==> src/rtl/pbd_pkg.sv <==
// shared types and constants for the proximity brake decider
package pbd_pkg;

	localparam int unsigned DistW  = 16;
	localparam int unsigned SqW    = 32;
	localparam int unsigned TimeW  = 32;
	localparam int unsigned CountW = 16;
	localparam int unsigned RunW   = 8;
	localparam int unsigned TallyW = 32;
	localparam int unsigned CfgIdxW = 3;
	localparam int unsigned CfgDataW = 16;

	localparam logic [DistW-1:0] EmergencyRst = 16'd2000;
	localparam logic [DistW-1:0] DangerRst    = 16'd2500;
	localparam logic [DistW-1:0] CautionRst   = 16'd5000;
	localparam logic [RunW-1:0]  QualRunRst   = 8'd3;
	localparam logic [DistW-1:0] TimeoutRst   = 16'd500;

	localparam logic [SqW-1:0] EmergencySqRst = SqW'(32'd2000 * 32'd2000);
	localparam logic [SqW-1:0] DangerSqRst    = SqW'(32'd2500 * 32'd2500);
	localparam logic [SqW-1:0] CautionSqRst   = SqW'(32'd5000 * 32'd5000);

	localparam logic [SqW-1:0]    NoDist   = '1;
	localparam logic [CountW-1:0] CountMax = '1;
	localparam logic [RunW-1:0]   RunMax   = '1;

	typedef enum logic [CfgIdxW-1:0] {
		REG_EMERGENCY  = 3'd0,
		REG_DANGER     = 3'd1,
		REG_CAUTION    = 3'd2,
		REG_QUAL_RUN   = 3'd3,
		REG_TIMEOUT    = 3'd4
	} cfg_reg_t;

	typedef enum logic [1:0] {
		WARN_NONE      = 2'd0,
		WARN_CAUTION   = 2'd1,
		WARN_DANGER    = 2'd2,
		WARN_EMERGENCY = 2'd3
	} warn_t;

	// thresholds as seen by the datapath, squares kept ready
	typedef struct packed {
		logic [SqW-1:0]   emergency_sq;
		logic [SqW-1:0]   danger_sq;
		logic [SqW-1:0]   caution_sq;
		logic [RunW-1:0]  qual_run;
		logic [DistW-1:0] timeout_ms;
	} thr_t;

	typedef struct packed {
		logic                    point_valid;
		logic                    last_in_frame;
		logic signed [DistW-1:0] pos_x;
		logic signed [DistW-1:0] pos_y;
		logic [TimeW-1:0]        frame_time_ms;
		logic [SqW-1:0]          dist_sq;
	} pt_t;

	typedef struct packed {
		logic [SqW-1:0]          dist_sq;
		logic signed [DistW-1:0] x;
		logic signed [DistW-1:0] y;
		logic [CountW-1:0]       count;
		logic [TimeW-1:0]        frame_time_ms;
	} frame_t;

endpackage

==> src/rtl/pbd_if.sv <==
// channel interfaces: obstacle points, decisions, register writes
interface pbd_point_if;
	logic               valid;
	logic               ready;
	logic               point_valid;
	logic signed [15:0] pos_x;
	logic signed [15:0] pos_y;
	logic               last_in_frame;
	logic [31:0]        frame_time_ms;

	modport source (output valid, point_valid, pos_x, pos_y, last_in_frame, frame_time_ms,
		input ready);
	modport sink (input valid, point_valid, pos_x, pos_y, last_in_frame, frame_time_ms,
		output ready);
endinterface

interface pbd_result_if;
	logic               valid;
	logic               ready;
	logic [31:0]        nearest_dist_sq;
	logic signed [15:0] nearest_x;
	logic signed [15:0] nearest_y;
	logic [15:0]        obstacle_total;
	logic               obstacle_seen;
	logic [1:0]         warn_level;
	logic               brake_now;
	logic [31:0]        decision_tally;
	logic [31:0]        brake_tally;
	logic [31:0]        false_alarm_tally;

	modport source (output valid, nearest_dist_sq, nearest_x, nearest_y, obstacle_total,
		obstacle_seen, warn_level, brake_now, decision_tally, brake_tally,
		false_alarm_tally, input ready);
	modport sink (input valid, nearest_dist_sq, nearest_x, nearest_y, obstacle_total,
		obstacle_seen, warn_level, brake_now, decision_tally, brake_tally,
		false_alarm_tally, output ready);
endinterface

interface pbd_cfg_if;
	logic        valid;
	logic        ready;
	logic [2:0]  index;
	logic [15:0] data;

	modport source (output valid, index, data, input ready);
	modport sink (input valid, index, data, output ready);
endinterface

==> src/rtl/pbd_dist.sv <==
// input register and squared distance stage
module pbd_dist (
	input  logic          clk,
	input  logic          arst_n,
	pbd_point_if.sink     point,
	output logic          s2_valid,
	input  logic          s2_ready,
	output pbd_pkg::pt_t  s2_pt
);

	logic                            s1_v_s1;
	logic                            point_valid_s1;
	logic                            last_s1;
	logic signed [pbd_pkg::DistW-1:0] x_s1;
	logic signed [pbd_pkg::DistW-1:0] y_s1;
	logic [pbd_pkg::TimeW-1:0]       time_s1;
	logic                            s2_v_s2;
	pbd_pkg::pt_t                    pt_s2;

	logic                            s1_free;
	logic                            s2_free;
	logic signed [pbd_pkg::SqW-1:0]  xx;
	logic signed [pbd_pkg::SqW-1:0]  yy;
	logic [pbd_pkg::SqW-1:0]         d2;

	assign s2_free = !s2_v_s2 || s2_ready;
	assign s1_free = !s1_v_s1 || s2_free;
	assign point.ready = s1_free;

	// squares are nonnegative and at most 2^30 each, so the sum fits unsigned
	assign xx = pbd_pkg::SqW'(x_s1) * pbd_pkg::SqW'(x_s1);
	assign yy = pbd_pkg::SqW'(y_s1) * pbd_pkg::SqW'(y_s1);
	assign d2 = $unsigned(xx) + $unsigned(yy);

	always_ff @(posedge clk or negedge arst_n) begin
		if (!arst_n) begin
			s1_v_s1 <= 1'b0;
			s2_v_s2 <= 1'b0;
		end else begin
			if (point.valid && s1_free)
				s1_v_s1 <= 1'b1;
			else if (s2_free)
				s1_v_s1 <= 1'b0;
			if (s2_free)
				s2_v_s2 <= s1_v_s1;
		end
	end

	always_ff @(posedge clk) begin
		if (point.valid && s1_free) begin
			point_valid_s1 <= point.point_valid;
			last_s1        <= point.last_in_frame;
			x_s1           <= point.pos_x;
			y_s1           <= point.pos_y;
			time_s1        <= point.frame_time_ms;
		end
		if (s1_v_s1 && s2_free) begin
			pt_s2.point_valid   <= point_valid_s1;
			pt_s2.last_in_frame <= last_s1;
			pt_s2.pos_x         <= x_s1;
			pt_s2.pos_y         <= y_s1;
			pt_s2.frame_time_ms <= time_s1;
			pt_s2.dist_sq       <= d2;
		end
	end

	assign s2_valid = s2_v_s2;
	assign s2_pt    = pt_s2;

endmodule

==> src/rtl/pbd_nearest.sv <==
// running nearest point and count over one frame, frame summary register
module pbd_nearest (
	input  logic            clk,
	input  logic            arst_n,
	input  pbd_pkg::thr_t   thr,
	input  logic            s2_valid,
	output logic            s2_ready,
	input  pbd_pkg::pt_t    s2_pt,
	output logic            s3_valid,
	input  logic            s3_ready,
	output pbd_pkg::frame_t s3_frame
);

	logic [pbd_pkg::SqW-1:0]          best_dist_q;
	logic signed [pbd_pkg::DistW-1:0] best_x_q;
	logic signed [pbd_pkg::DistW-1:0] best_y_q;
	logic [pbd_pkg::CountW-1:0]       count_q;
	logic                             s3_v_s3;
	pbd_pkg::frame_t                  frame_s3;

	logic            s3_free;
	logic            take;
	logic            counted;
	logic            closer;
	pbd_pkg::frame_t nxt;

	assign s3_free  = !s3_v_s3 || s3_ready;
	assign s2_ready = !s2_pt.last_in_frame || s3_free;
	assign take     = s2_valid && s2_ready;

	// radius is inclusive, ties keep the earlier point
	assign counted = s2_pt.point_valid && (s2_pt.dist_sq <= thr.caution_sq);
	assign closer  = counted && (s2_pt.dist_sq < best_dist_q);

	always_comb begin
		nxt.dist_sq       = closer ? s2_pt.dist_sq : best_dist_q;
		nxt.x             = closer ? s2_pt.pos_x : best_x_q;
		nxt.y             = closer ? s2_pt.pos_y : best_y_q;
		nxt.count         = (counted && count_q != pbd_pkg::CountMax) ?
			count_q + 1'b1 : count_q;
		nxt.frame_time_ms = s2_pt.frame_time_ms;
	end

	always_ff @(posedge clk or negedge arst_n) begin
		if (!arst_n) begin
			best_dist_q <= pbd_pkg::NoDist;
			best_x_q    <= '0;
			best_y_q    <= '0;
			count_q     <= '0;
			s3_v_s3     <= 1'b0;
		end else begin
			if (take) begin
				if (s2_pt.last_in_frame) begin
					best_dist_q <= pbd_pkg::NoDist;
					best_x_q    <= '0;
					best_y_q    <= '0;
					count_q     <= '0;
				end else begin
					best_dist_q <= nxt.dist_sq;
					best_x_q    <= nxt.x;
					best_y_q    <= nxt.y;
					count_q     <= nxt.count;
				end
			end
			if (take && s2_pt.last_in_frame)
				s3_v_s3 <= 1'b1;
			else if (s3_ready)
				s3_v_s3 <= 1'b0;
		end
	end

	always_ff @(posedge clk) begin
		if (take && s2_pt.last_in_frame)
			frame_s3 <= nxt;
	end

	assign s3_valid = s3_v_s3;
	assign s3_frame = frame_s3;

endmodule

==> src/rtl/pbd_decide.sv <==
// warning level, brake decision, tallies and result register
module pbd_decide (
	input  logic            clk,
	input  logic            arst_n,
	input  pbd_pkg::thr_t   thr,
	input  logic            s3_valid,
	output logic            s3_ready,
	input  pbd_pkg::frame_t s3_frame,
	pbd_result_if.source    result
);

	logic [pbd_pkg::RunW-1:0]   warn_run_q;
	logic [pbd_pkg::TimeW-1:0]  last_warn_q;
	logic                       warn_set_q;
	logic                       prev_brake_q;
	logic [pbd_pkg::TallyW-1:0] decisions_q;
	logic [pbd_pkg::TallyW-1:0] brakes_q;
	logic [pbd_pkg::TallyW-1:0] fa_count_q;
	logic                       out_v_q;
	pbd_pkg::frame_t            out_frame_q;
	pbd_pkg::warn_t             out_level_q;
	logic                       out_brake_q;

	logic                       load;
	pbd_pkg::warn_t             level;
	logic [pbd_pkg::TimeW-1:0]  gap;
	logic                       timed_out;
	logic [pbd_pkg::RunW-1:0]   run_mid;
	logic [pbd_pkg::RunW-1:0]   run_nxt;
	logic                       hot;
	logic                       brake;
	logic                       false_alarm;

	assign s3_ready = !out_v_q || result.ready;
	assign load     = s3_valid && s3_ready;

	always_comb begin
		priority if (s3_frame.dist_sq < thr.emergency_sq)
			level = pbd_pkg::WARN_EMERGENCY;
		else if (s3_frame.dist_sq < thr.danger_sq)
			level = pbd_pkg::WARN_DANGER;
		else if (s3_frame.dist_sq < thr.caution_sq)
			level = pbd_pkg::WARN_CAUTION;
		else
			level = pbd_pkg::WARN_NONE;
	end

	// gap read as signed, so a clock that steps back never clears the run
	assign gap       = s3_frame.frame_time_ms - last_warn_q;
	assign timed_out = warn_set_q && !gap[pbd_pkg::TimeW-1] &&
		(gap[pbd_pkg::TimeW-2:0] > (pbd_pkg::TimeW-1)'(thr.timeout_ms));
	assign run_mid   = timed_out ? '0 : warn_run_q;
	assign hot       = (level == pbd_pkg::WARN_DANGER) || (level == pbd_pkg::WARN_EMERGENCY);

	always_comb begin
		if (!hot)
			run_nxt = '0;
		else if (run_mid == pbd_pkg::RunMax)
			run_nxt = run_mid;
		else
			run_nxt = run_mid + 1'b1;
	end

	assign brake = (level == pbd_pkg::WARN_EMERGENCY) ||
		((level == pbd_pkg::WARN_DANGER) && (run_nxt >= thr.qual_run));
	assign false_alarm = prev_brake_q && !brake && (warn_run_q >= thr.qual_run);

	always_ff @(posedge clk or negedge arst_n) begin
		if (!arst_n) begin
			warn_run_q     <= '0;
			last_warn_q    <= '0;
			warn_set_q     <= 1'b0;
			prev_brake_q   <= 1'b0;
			decisions_q    <= '0;
			brakes_q       <= '0;
			fa_count_q     <= '0;
			out_v_q        <= 1'b0;
		end else begin
			if (load) begin
				warn_run_q   <= run_nxt;
				prev_brake_q <= brake;
				decisions_q  <= decisions_q + 1'b1;
				if (hot) begin
					last_warn_q <= s3_frame.frame_time_ms;
					warn_set_q  <= 1'b1;
				end
				if (brake)
					brakes_q <= brakes_q + 1'b1;
				if (false_alarm)
					fa_count_q <= fa_count_q + 1'b1;
			end
			if (load)
				out_v_q <= 1'b1;
			else if (result.ready)
				out_v_q <= 1'b0;
		end
	end

	always_ff @(posedge clk) begin
		if (load) begin
			out_frame_q <= s3_frame;
			out_level_q <= level;
			out_brake_q <= brake;
		end
	end

	assign result.valid             = out_v_q;
	assign result.nearest_dist_sq   = out_frame_q.dist_sq;
	assign result.nearest_x         = out_frame_q.x;
	assign result.nearest_y         = out_frame_q.y;
	assign result.obstacle_total    = out_frame_q.count;
	assign result.obstacle_seen     = (out_frame_q.count != '0);
	assign result.warn_level        = out_level_q;
	assign result.brake_now         = out_brake_q;
	assign result.decision_tally    = decisions_q;
	assign result.brake_tally       = brakes_q;
	assign result.false_alarm_tally = fa_count_q;

`ifndef ASSERT_OFF
	a_emergency_brakes: assert property (@(posedge clk) disable iff (!arst_n)
		out_v_q && (out_level_q == pbd_pkg::WARN_EMERGENCY) |-> out_brake_q)
		else $error("emergency level without brake");

	a_brake_needs_danger: assert property (@(posedge clk) disable iff (!arst_n)
		out_v_q && out_brake_q |->
			(out_level_q == pbd_pkg::WARN_DANGER) || (out_level_q == pbd_pkg::WARN_EMERGENCY))
		else $error("brake below danger level");

	a_one_decision_per_transfer: assert property (@(posedge clk) disable iff (!arst_n)
		load |=> decisions_q == $past(decisions_q) + 1'b1)
		else $error("decision tally out of step");

	a_run_cleared_when_calm: assert property (@(posedge clk) disable iff (!arst_n)
		load && !hot |=> warn_run_q == '0)
		else $error("warning run kept after calm frame");
`endif

endmodule

==> src/rtl/proximity_brake_decider.sv <==
// top level: register file and the three stages of the brake decider
//
//  channel  dir  payload                                            accept
//  point    in   point_valid pos_x pos_y last_in_frame frame_time   valid & ready
//  result   out  nearest point, count, level, brake, three tallies  valid & ready
//  cfg      in   index (3 bits), data (16 bits), always ready       valid & ready
//
// one point per cycle unless a held result stalls it: input register, squaring stage, running minimum, decision
// a frame's last point passes the input, squaring and frame summary registers on its way to the result register
// the running-minimum compare and update is the feedback loop that sets the rate
// a held result fills the stages behind it; point ready drops only when all are full
// reset (arst_n) restores the default thresholds and clears every tally and run
// register writes go straight into the threshold registers; the three distance thresholds are squared on the write
module proximity_brake_decider (
	input  logic         clk,
	input  logic         arst_n,
	pbd_point_if.sink    point,
	pbd_result_if.source result,
	pbd_cfg_if.sink      cfg
);

	pbd_pkg::thr_t   thr_q;
	logic            s2_valid;
	logic            s2_ready;
	pbd_pkg::pt_t    s2_pt;
	logic            s3_valid;
	logic            s3_ready;
	pbd_pkg::frame_t s3_frame;
	logic [pbd_pkg::SqW-1:0] data_sq;

	assign cfg.ready = 1'b1;
	assign data_sq   = pbd_pkg::SqW'(cfg.data) * pbd_pkg::SqW'(cfg.data);

	always_ff @(posedge clk or negedge arst_n) begin
		if (!arst_n) begin
			thr_q.emergency_sq <= pbd_pkg::EmergencySqRst;
			thr_q.danger_sq    <= pbd_pkg::DangerSqRst;
			thr_q.caution_sq   <= pbd_pkg::CautionSqRst;
			thr_q.qual_run     <= pbd_pkg::QualRunRst;
			thr_q.timeout_ms   <= pbd_pkg::TimeoutRst;
		end else if (cfg.valid && cfg.ready) begin
			unique case (pbd_pkg::cfg_reg_t'(cfg.index))
				pbd_pkg::REG_EMERGENCY: thr_q.emergency_sq <= data_sq;
				pbd_pkg::REG_DANGER:    thr_q.danger_sq    <= data_sq;
				pbd_pkg::REG_CAUTION:   thr_q.caution_sq   <= data_sq;
				pbd_pkg::REG_QUAL_RUN:  thr_q.qual_run     <= cfg.data[pbd_pkg::RunW-1:0];
				pbd_pkg::REG_TIMEOUT:   thr_q.timeout_ms   <= cfg.data;
				default: begin
				end
			endcase
		end
	end

	pbd_dist u_dist (
		.clk      (clk),
		.arst_n   (arst_n),
		.point    (point),
		.s2_valid (s2_valid),
		.s2_ready (s2_ready),
		.s2_pt    (s2_pt)
	);

	pbd_nearest u_nearest (
		.clk      (clk),
		.arst_n   (arst_n),
		.thr      (thr_q),
		.s2_valid (s2_valid),
		.s2_ready (s2_ready),
		.s2_pt    (s2_pt),
		.s3_valid (s3_valid),
		.s3_ready (s3_ready),
		.s3_frame (s3_frame)
	);

	pbd_decide u_decide (
		.clk      (clk),
		.arst_n   (arst_n),
		.thr      (thr_q),
		.s3_valid (s3_valid),
		.s3_ready (s3_ready),
		.s3_frame (s3_frame),
		.result   (result)
	);

endmodule
==> src/flat_wrapper.sv <==
// flat-port wrapper written by rule: the top's interface ports become plain ports
module proximity_brake_decider_flat 
  (clk, arst_n, point_valid, point_point_valid, point_pos_x, point_pos_y, point_last_in_frame, point_frame_time_ms, point_ready, result_valid, result_nearest_dist_sq, result_nearest_x, result_nearest_y, result_obstacle_total, result_obstacle_seen, result_warn_level, result_brake_now, result_decision_tally, result_brake_tally, result_false_alarm_tally, result_ready, cfg_valid, cfg_index, cfg_data, cfg_ready);
  pbd_point_if point_i ();
  pbd_result_if result_i ();
  pbd_cfg_if cfg_i ();
  input  logic clk;
  input  logic arst_n;
  input wire logic [$bits(point_i.valid)-1:0] point_valid;
  input wire logic [$bits(point_i.point_valid)-1:0] point_point_valid;
  input wire logic [$bits(point_i.pos_x)-1:0] point_pos_x;
  input wire logic [$bits(point_i.pos_y)-1:0] point_pos_y;
  input wire logic [$bits(point_i.last_in_frame)-1:0] point_last_in_frame;
  input wire logic [$bits(point_i.frame_time_ms)-1:0] point_frame_time_ms;
  output wire logic [$bits(point_i.ready)-1:0] point_ready;
  output wire logic [$bits(result_i.valid)-1:0] result_valid;
  output wire logic [$bits(result_i.nearest_dist_sq)-1:0] result_nearest_dist_sq;
  output wire logic [$bits(result_i.nearest_x)-1:0] result_nearest_x;
  output wire logic [$bits(result_i.nearest_y)-1:0] result_nearest_y;
  output wire logic [$bits(result_i.obstacle_total)-1:0] result_obstacle_total;
  output wire logic [$bits(result_i.obstacle_seen)-1:0] result_obstacle_seen;
  output wire logic [$bits(result_i.warn_level)-1:0] result_warn_level;
  output wire logic [$bits(result_i.brake_now)-1:0] result_brake_now;
  output wire logic [$bits(result_i.decision_tally)-1:0] result_decision_tally;
  output wire logic [$bits(result_i.brake_tally)-1:0] result_brake_tally;
  output wire logic [$bits(result_i.false_alarm_tally)-1:0] result_false_alarm_tally;
  input wire logic [$bits(result_i.ready)-1:0] result_ready;
  input wire logic [$bits(cfg_i.valid)-1:0] cfg_valid;
  input wire logic [$bits(cfg_i.index)-1:0] cfg_index;
  input wire logic [$bits(cfg_i.data)-1:0] cfg_data;
  output wire logic [$bits(cfg_i.ready)-1:0] cfg_ready;
  assign point_i.valid = point_valid;
  assign point_i.point_valid = point_point_valid;
  assign point_i.pos_x = point_pos_x;
  assign point_i.pos_y = point_pos_y;
  assign point_i.last_in_frame = point_last_in_frame;
  assign point_i.frame_time_ms = point_frame_time_ms;
  assign point_ready = point_i.ready;
  assign result_valid = result_i.valid;
  assign result_nearest_dist_sq = result_i.nearest_dist_sq;
  assign result_nearest_x = result_i.nearest_x;
  assign result_nearest_y = result_i.nearest_y;
  assign result_obstacle_total = result_i.obstacle_total;
  assign result_obstacle_seen = result_i.obstacle_seen;
  assign result_warn_level = result_i.warn_level;
  assign result_brake_now = result_i.brake_now;
  assign result_decision_tally = result_i.decision_tally;
  assign result_brake_tally = result_i.brake_tally;
  assign result_false_alarm_tally = result_i.false_alarm_tally;
  assign result_i.ready = result_ready;
  assign cfg_i.valid = cfg_valid;
  assign cfg_i.index = cfg_index;
  assign cfg_i.data = cfg_data;
  assign cfg_ready = cfg_i.ready;
  proximity_brake_decider u_core (.clk(clk), .arst_n(arst_n), .point(point_i), .result(result_i), .cfg(cfg_i));
endmodule
==> config.mk <==
export PLATFORM = sky130hd
export DESIGN_NAME = proximity_brake_decider_flat
export DESIGN_NICKNAME = d
export VERILOG_FILES = /design/src/rtl/pbd_pkg.sv /design/src/rtl/pbd_if.sv /design/src/rtl/pbd_dist.sv /design/src/rtl/pbd_nearest.sv /design/src/rtl/pbd_decide.sv /design/src/rtl/proximity_brake_decider.sv /design/src/flat_wrapper.sv
export SDC_FILE = /design/constraint.sdc
export NUM_CORES = 2
export LEC_CHECK = 0
export BUFFER_PORTS_ARGS = -buffer_cell sky130_fd_sc_hd__buf_2
export CAP_MARGIN = 20
export CORE_ASPECT_RATIO = 0.7
export CORE_UTILIZATION = 40
export CTS_BUF_LIST = sky130_fd_sc_hd__clkbuf_4
export DETAILED_ROUTE_END_ITERATION = 12
export PLACE_DENSITY = 0.6
export SLEW_MARGIN = 15
export SYNTH_ARGS = -nofsm -noshare
export SYNTH_HDL_FRONTEND = slang
export SYNTH_SLANG_ARGS = --single-unit
==> constraint.sdc <==
create_clock -name clk -period 11.1 [get_ports clk]
set_clock_uncertainty 0.05 [all_clocks]
set_input_delay 2.22 -clock clk [delete_from_list [all_inputs] [get_ports clk]]
set_output_delay 2.22 -clock clk [all_outputs]
set_load 0.005 [all_outputs]
==> After elaboration in Yosys (flattened, before gate mapping) <==
Index checks and enable logic that the tools add are counted.
Widths: inputs -> output; s select.
{ "classes": {"n_addsub": 7, "n_mul": 3, "magnitude_cmp": 8, "n_eq_ne": 8, "muxes": 20, "n_reduce_logical": 40} }
{ "ops": {"columns": ["operator", "n"], "rows": [
  ["$lt 32x32->1", 4],
  ["$add 32x1->32 const B", 3],
  ["$mul 16x16->32", 3],
  ["$mux 16", 6],
  ["$mux 32", 2],
  ["$add 32x32->32", 1],
  ["$le 32x32->1", 1],
  ["$sub 32x32->32", 1],
  ["$gt 31x16->1", 1],
  ["$mux 8", 3],
  ["$add 16x1->16 const B", 1],
  ["$ge 8x8->1", 2],
  ["$ne 16x16->1 const B", 1],
  ["$reduce_and 2->1", 8],
  ["$reduce_bool 16->1", 1],
  ["$logic_and 1x1->1", 13],
  ["$add 8x1->8 const B", 1],
  ["$eq 8x8->1 const B", 1],
  ["$logic_not 1->1", 7],
  ["$logic_or 1x1->1", 7],
  ["$mux 1", 7],
  ["$eq 3x2->1 const B", 2],
  ["$reduce_bool 2->1", 3],
  ["$eq 2x2->1 const B", 2],
  ["other kinds (4)", 5]
]} }
{ "totals": {"reg_bits": 701, "input_bits": 90, "output_inout_bits": 183, "word_cells": 128} }

==> Longest topological paths before layout <==
{ "logic_depth": {"ltp_word": 15, "depth_mapped": 41} }

==> Cells and area by module <==
Synthesis repeated with hierarchy kept, for this count alone.
{ "unflattened": {"hier_cells": 5626, "hier_area_um2": 59244.3} }
{ "by_module_without_submodules": {"columns": ["mod", "n_inst", "cells_per_inst", "area_per_inst_um2", "seq_area_each_um2"], "rows": [
  ["pbd_dist", 1, 2028, 22720.5, 4974.8],
  ["pbd_decide", 1, 1423, 13880.8, 5970.7],
  ["proximity_brake_decider", 1, 1236, 11664.9, 2976.6],
  ["pbd_nearest", 1, 939, 10978.0, 5430.2]
]} }

==> Worst setup path before layout <==
No wires, ideal clock.
{ "synth_path": {"path_type": "input -> register", "start": "input port cfg_data[1]", "end": "register u_core.thr_q[118] (netlist bit)", "setup_ns": 0.127, "arrival_time_ns": 8.501, "t_required_ns": 10.923, "slack_ns": 2.422, "stages": 24, "path_cell_list": "clkbuf_1 > clkbuf_1 > nand2_1 > fa_1 > fa_1 > inv_1 > fa_1 > inv_1 > fa_1 > fa_1 > inv_1 > fa_1 > ha_1 > a21o_1 > a21o_1 > a21oi_1 > o21ai_1 > a2111o_1 > and3_1 > o21a_1 > o21a_1 > o41ai_1 > xor2_1 > o21ai_1"} }
{ "synth_between": {"elab_chain_len": 1} }
{ "synth_lines": {"columns": ["item", "line", "text"], "rows": [
  ["start: declaration", "flat_wrapper.sv:30", "input wire logic [$bits(cfg_i.data)-1:0] cfg_data;"],
  ["$mul 16x16->32", "proximity_brake_decider.sv:32", "assign data_sq = pbd_pkg::SqW'(cfg.data) * pbd_pkg::SqW'(cfg.data);"],
  ["end: declaration", "proximity_brake_decider.sv:22", "pbd_pkg::thr_t thr_q;"]
]} }
No other way between the ends.
A chain may end at the register's enable or synchronous reset.

==> Worst setup path in the final report <==
{ "layout_path": {"start": "register u_core.u_decide.last_warn_q[0] (netlist bit)", "end": "register u_core.u_decide.fa_count_q (netlist bit u_core.u_decide.result.false_alarm_tally[21])"} }
{ "layout_between": {"elab_chain_len": 15, "elab_cells_between_ends": 17, "cone_classes": "2 x add/sub; 2 x order compare; 1 x eq/ne; 3 x mux; 9 x reduce/logical"} }
{ "layout_lines": {"columns": ["item", "line", "text"], "rows": [
  ["start: declaration", "pbd_decide.sv:13", "logic [pbd_pkg::TimeW-1:0] last_warn_q;"],
  ["start signal: assignment", "pbd_decide.sv:84", "last_warn_q <= s3_frame.frame_time_ms;"],
  ["$sub 32x32->32 *", "pbd_decide.sv:49", "assign gap = s3_frame.frame_time_ms - last_warn_q;"],
  ["parallel branches: the longest is 2 deep, another holds $gt 31x16->1", null, null],
  ["$logic_and 1x1->1 *", "pbd_decide.sv:50", "assign timed_out = warn_set_q && !gap[pbd_pkg::TimeW-1] &&"],
  ["$mux 8 *", "pbd_decide.sv:52", "assign run_mid = timed_out ? '0 : warn_run_q;"],
  ["$add 8x1->8 / $eq 8x8->1 (equally long branches)", "pbd_decide.sv:61, pbd_decide.sv:58", null],
  ["$mux 8 *", "pbd_decide.sv:58", "else if (run_mid == pbd_pkg::RunMax)"],
  ["$mux 8 *", "pbd_decide.sv:56", "if (!hot)"],
  ["$ge 8x8->1 *", "pbd_decide.sv:65", "((level == pbd_pkg::WARN_DANGER) && (run_nxt >= thr.qual_run));"],
  ["$logic_and 1x1->1 *", "pbd_decide.sv:65", null],
  ["$logic_or 1x1->1 *", "pbd_decide.sv:64", "assign brake = (level == pbd_pkg::WARN_EMERGENCY) ||"],
  ["$logic_not 1->1 *", "pbd_decide.sv:66", "assign false_alarm = prev_brake_q && !brake && (warn_run_q >= thr.qual_run);"],
  ["$logic_and 1x1->1 * (2 in a row)", "pbd_decide.sv:66", null],
  ["$reduce_and 2->1 (no line) *", null, null],
  ["end signal: assignment", "pbd_decide.sv:90", "fa_count_q <= fa_count_q + 1'b1;"],
  ["end: declaration", "pbd_decide.sv:18", "logic [pbd_pkg::TallyW-1:0] fa_count_q;"]
]} }
Mark *: on every way between the ends.

==> out/qor.csv <==
metric,value,unit
status,finished clean,
Via density,4.931,
Max stage delay on crit path,550,ps
largest area contributor in the netlist,fa_1,
Slew @ Worst Pin,1160,ps
"Hold-fix buffers, CTS",0,
total vias in the final route,37580,
die area,141900,µm²
CTS clock-pin slew for the worst setup and hold paths,80,ps
crit path time final,9504,ps
largest net degree at the start of global routing,101,
fmax,0.1052,GHz
Clock Latency Late Sink,1170,ps
"CP delay by family, top",compound AO/OA/AOI/OAI gates,
Main synth FF type,edfxtp_1,
Max Slew Vio Count,0,
maxcap violations,0,
Area Growth Syn to Fin,10.38,%
critical path type,flip-flop to flip-flop,
# resized after CTS,0,
max FFs per register,117,
nets,6832,
H-tree levels,4,
largest reg by FF count,u_core.thr_q,
grt total ovfl,0,
"Seq/Total Area, Yosys",0.3446,
final setup violation count,0,
CP max stage cell,and3_1,
Slew Limit Headroom,0.2269,
initial antenna violation count,12,
CTS Buf Count,181,
largest cells by area after synthesis,"fa_1, edfxtp_1, dfrtp_1",
row count,114,
die height,315.5,µm
Worst setup SP type,flip-flop,
core area,138600,µm²
Num Clock Sinks,698,
CP arrival,10440,ps
Synth Warn #,0,
Worst Path Max Fanout,18,
Final Hold Vio Count,0,
routability cong.,0.8935,
port bufs,271,
HPWL after DPL,105400,µm
Mapped Cells,5265,
crit share post-route,0.8563,
Synth top area share,0.2456,
asr flop ratio synth,0.4857,
Initial Utilization,0.4051,
commonest cells in the netlist,"inv_1, fa_1, nand2_1",
RSZ-0062 raised after global routing,no,
Yosys cell types,88,
first-pass GRT wire length,219000,µm
WL/cell,17.89,µm
layout cells sized above 1,0.1270,
Post-synth EDFFs,359,
Die X,449.9,µm
postcts setup bufs,0,
vias in the first global route,39110,
I/O Pins,273,
# DRC,0,
Synth Register Bits,698,
Hold Path Class,flip-flop to flip-flop,
Fin Setup TNS,0,ps
CTS Buffer Depth,3,
1st-pass router iterations,5,
most common cell in the synthesized netlist,inv_1,
clock root buffer,clkbuf_4,
GRT Util Overall,0.1970,
CTS tree,yes,
syn avg cell area,10.67,µm²
syn nets,6502,
nature of the critical path endpoint,flip-flop,
CP Data Required Time,12040,ps
Post-Syn Area,56170,µm²
Iter 0 DRT Violations,2213,
worst path bufs/invs,1,
routed wire length,136300,µm
"antenna viol nets, final",0,
[cell families (layout without fill, tap and decap cells)]
kind of cell,Yosys count,count (layout),share of synthesized area
AND/OR/NAND/NOR,1319,1319,0.1114
flip-flops,698,698,0.3446
XOR/XNOR,213,213,0.03322
AO/OA/AOI/OAI,706,706,0.07944
buffers and inverters,1147,1632,0.07717
multiplexers,34,34,0.006527
other,1,15,0.00006677
adder cells (fa/ha/maj),1147,1147,0.3476
[path summary, 6_finish.rpt]
path / cells past startpoint / slack (ps) / endpoint / startpoint
max in group asynchronous: 3 / 7590 / u_core.u_decide.last_warn_q[10] / arst_n
min in group asynchronous: 1 / 1030 / u_core.u_decide.result.decision_tally[31] / arst_n
setup reg to reg: 38 / 1600 / u_core.u_decide.result.false_alarm_tally[21] / u_core.u_decide.last_warn_q[0]
hold reg to reg: 0 / 300 / u_core.u_dist.s2_pt[61] / u_core.u_dist.time_s1[29]
hold / removal: 0 / 300 / u_core.u_dist.s2_pt[61] / u_core.u_dist.time_s1[29]
setup / recovery: 38 / 1600 / u_core.u_decide.result.false_alarm_tally[21] / u_core.u_decide.last_warn_q[0]
[cell usage in the layout, fill, tap and decap left out, types with 33 or more instances in the layout]
cell,Yosys,final
nand2_1,609,607
nor2_1,173,170
and3_1,48,48
inv_1,986,986
nand4_1,87,87
xnor2_1,155,155
a22oi_1,33,33
dfrtp_1,268,268
fa_1,689,689
xor2_1,58,58
nand3_1,59,59
ha_1,458,458
buf_2,14,270
buf_4,1,33
nand2b_1,40,40
a21o_1,78,78
edfxtp_1,359,359
a21oi_1,122,121
and2_1,179,177
dfstp_2,71,71
o21ai_0,238,238
o21ai_1,50,50
clkinv_1,2,44
clkbuf_4,0,267
[per-layer routing]
layer	track usage	part of all wire	vias to the layer above
met5	0.002279	0	-
met4	0.05751	0.020	0
met1	0.2930	0.49	18630
met2	0.2845	0.43	927
met3	0.04595	0.065	194
li1	-	-	17830
[cell type report]
| class | count | area (µm²) |
|---|---|---|
| Inverter | 989 | 3715 |
| Clock inverter | 71 | 406.6 |
| Tap cell | 1856 | 2322 |
| Fill cell | 13150 | 76650 |
| Clock buffer | 267 | 2004 |
| Antenna cell | 14 | 35.03 |
| Multi-Input combinational cell | 3420 | 32530 |
| Timing Repair Buffer | 305 | 1629 |
| Sequential cell | 698 | 19350 |
[worst register-to-register path, delay by kind of cell (launching register included)]
family	cells	cell delay, ps
compound gates	15	3680
fa+ha+maj	5	1460
flops	1	380
simple gates	14	3160
buf+inv	1	260
xor+xnor	3	430
[per-stage QoR]
step	hold slack [ps]	instance area (µm²)	utilization	instances	setup WS, ps
2_1_floorplan	350.3	56170	-	5265	2422
3_3_place_gp	350.9	59530	0.4294	7267	1902
3_5_place_dp	354.5	59530	0.4294	7267	1701
4_1_cts	315.9	61950	0.4468	7605	1682
5_1_grt	312.2	61990	0.4471	7618	932.4
6_report	299.6	62000	0.4472	7620	1596
Power is left out: the tool's default activity adds up to more than one toggle a clock period on the data nets, which glitch-free logic cannot reach.
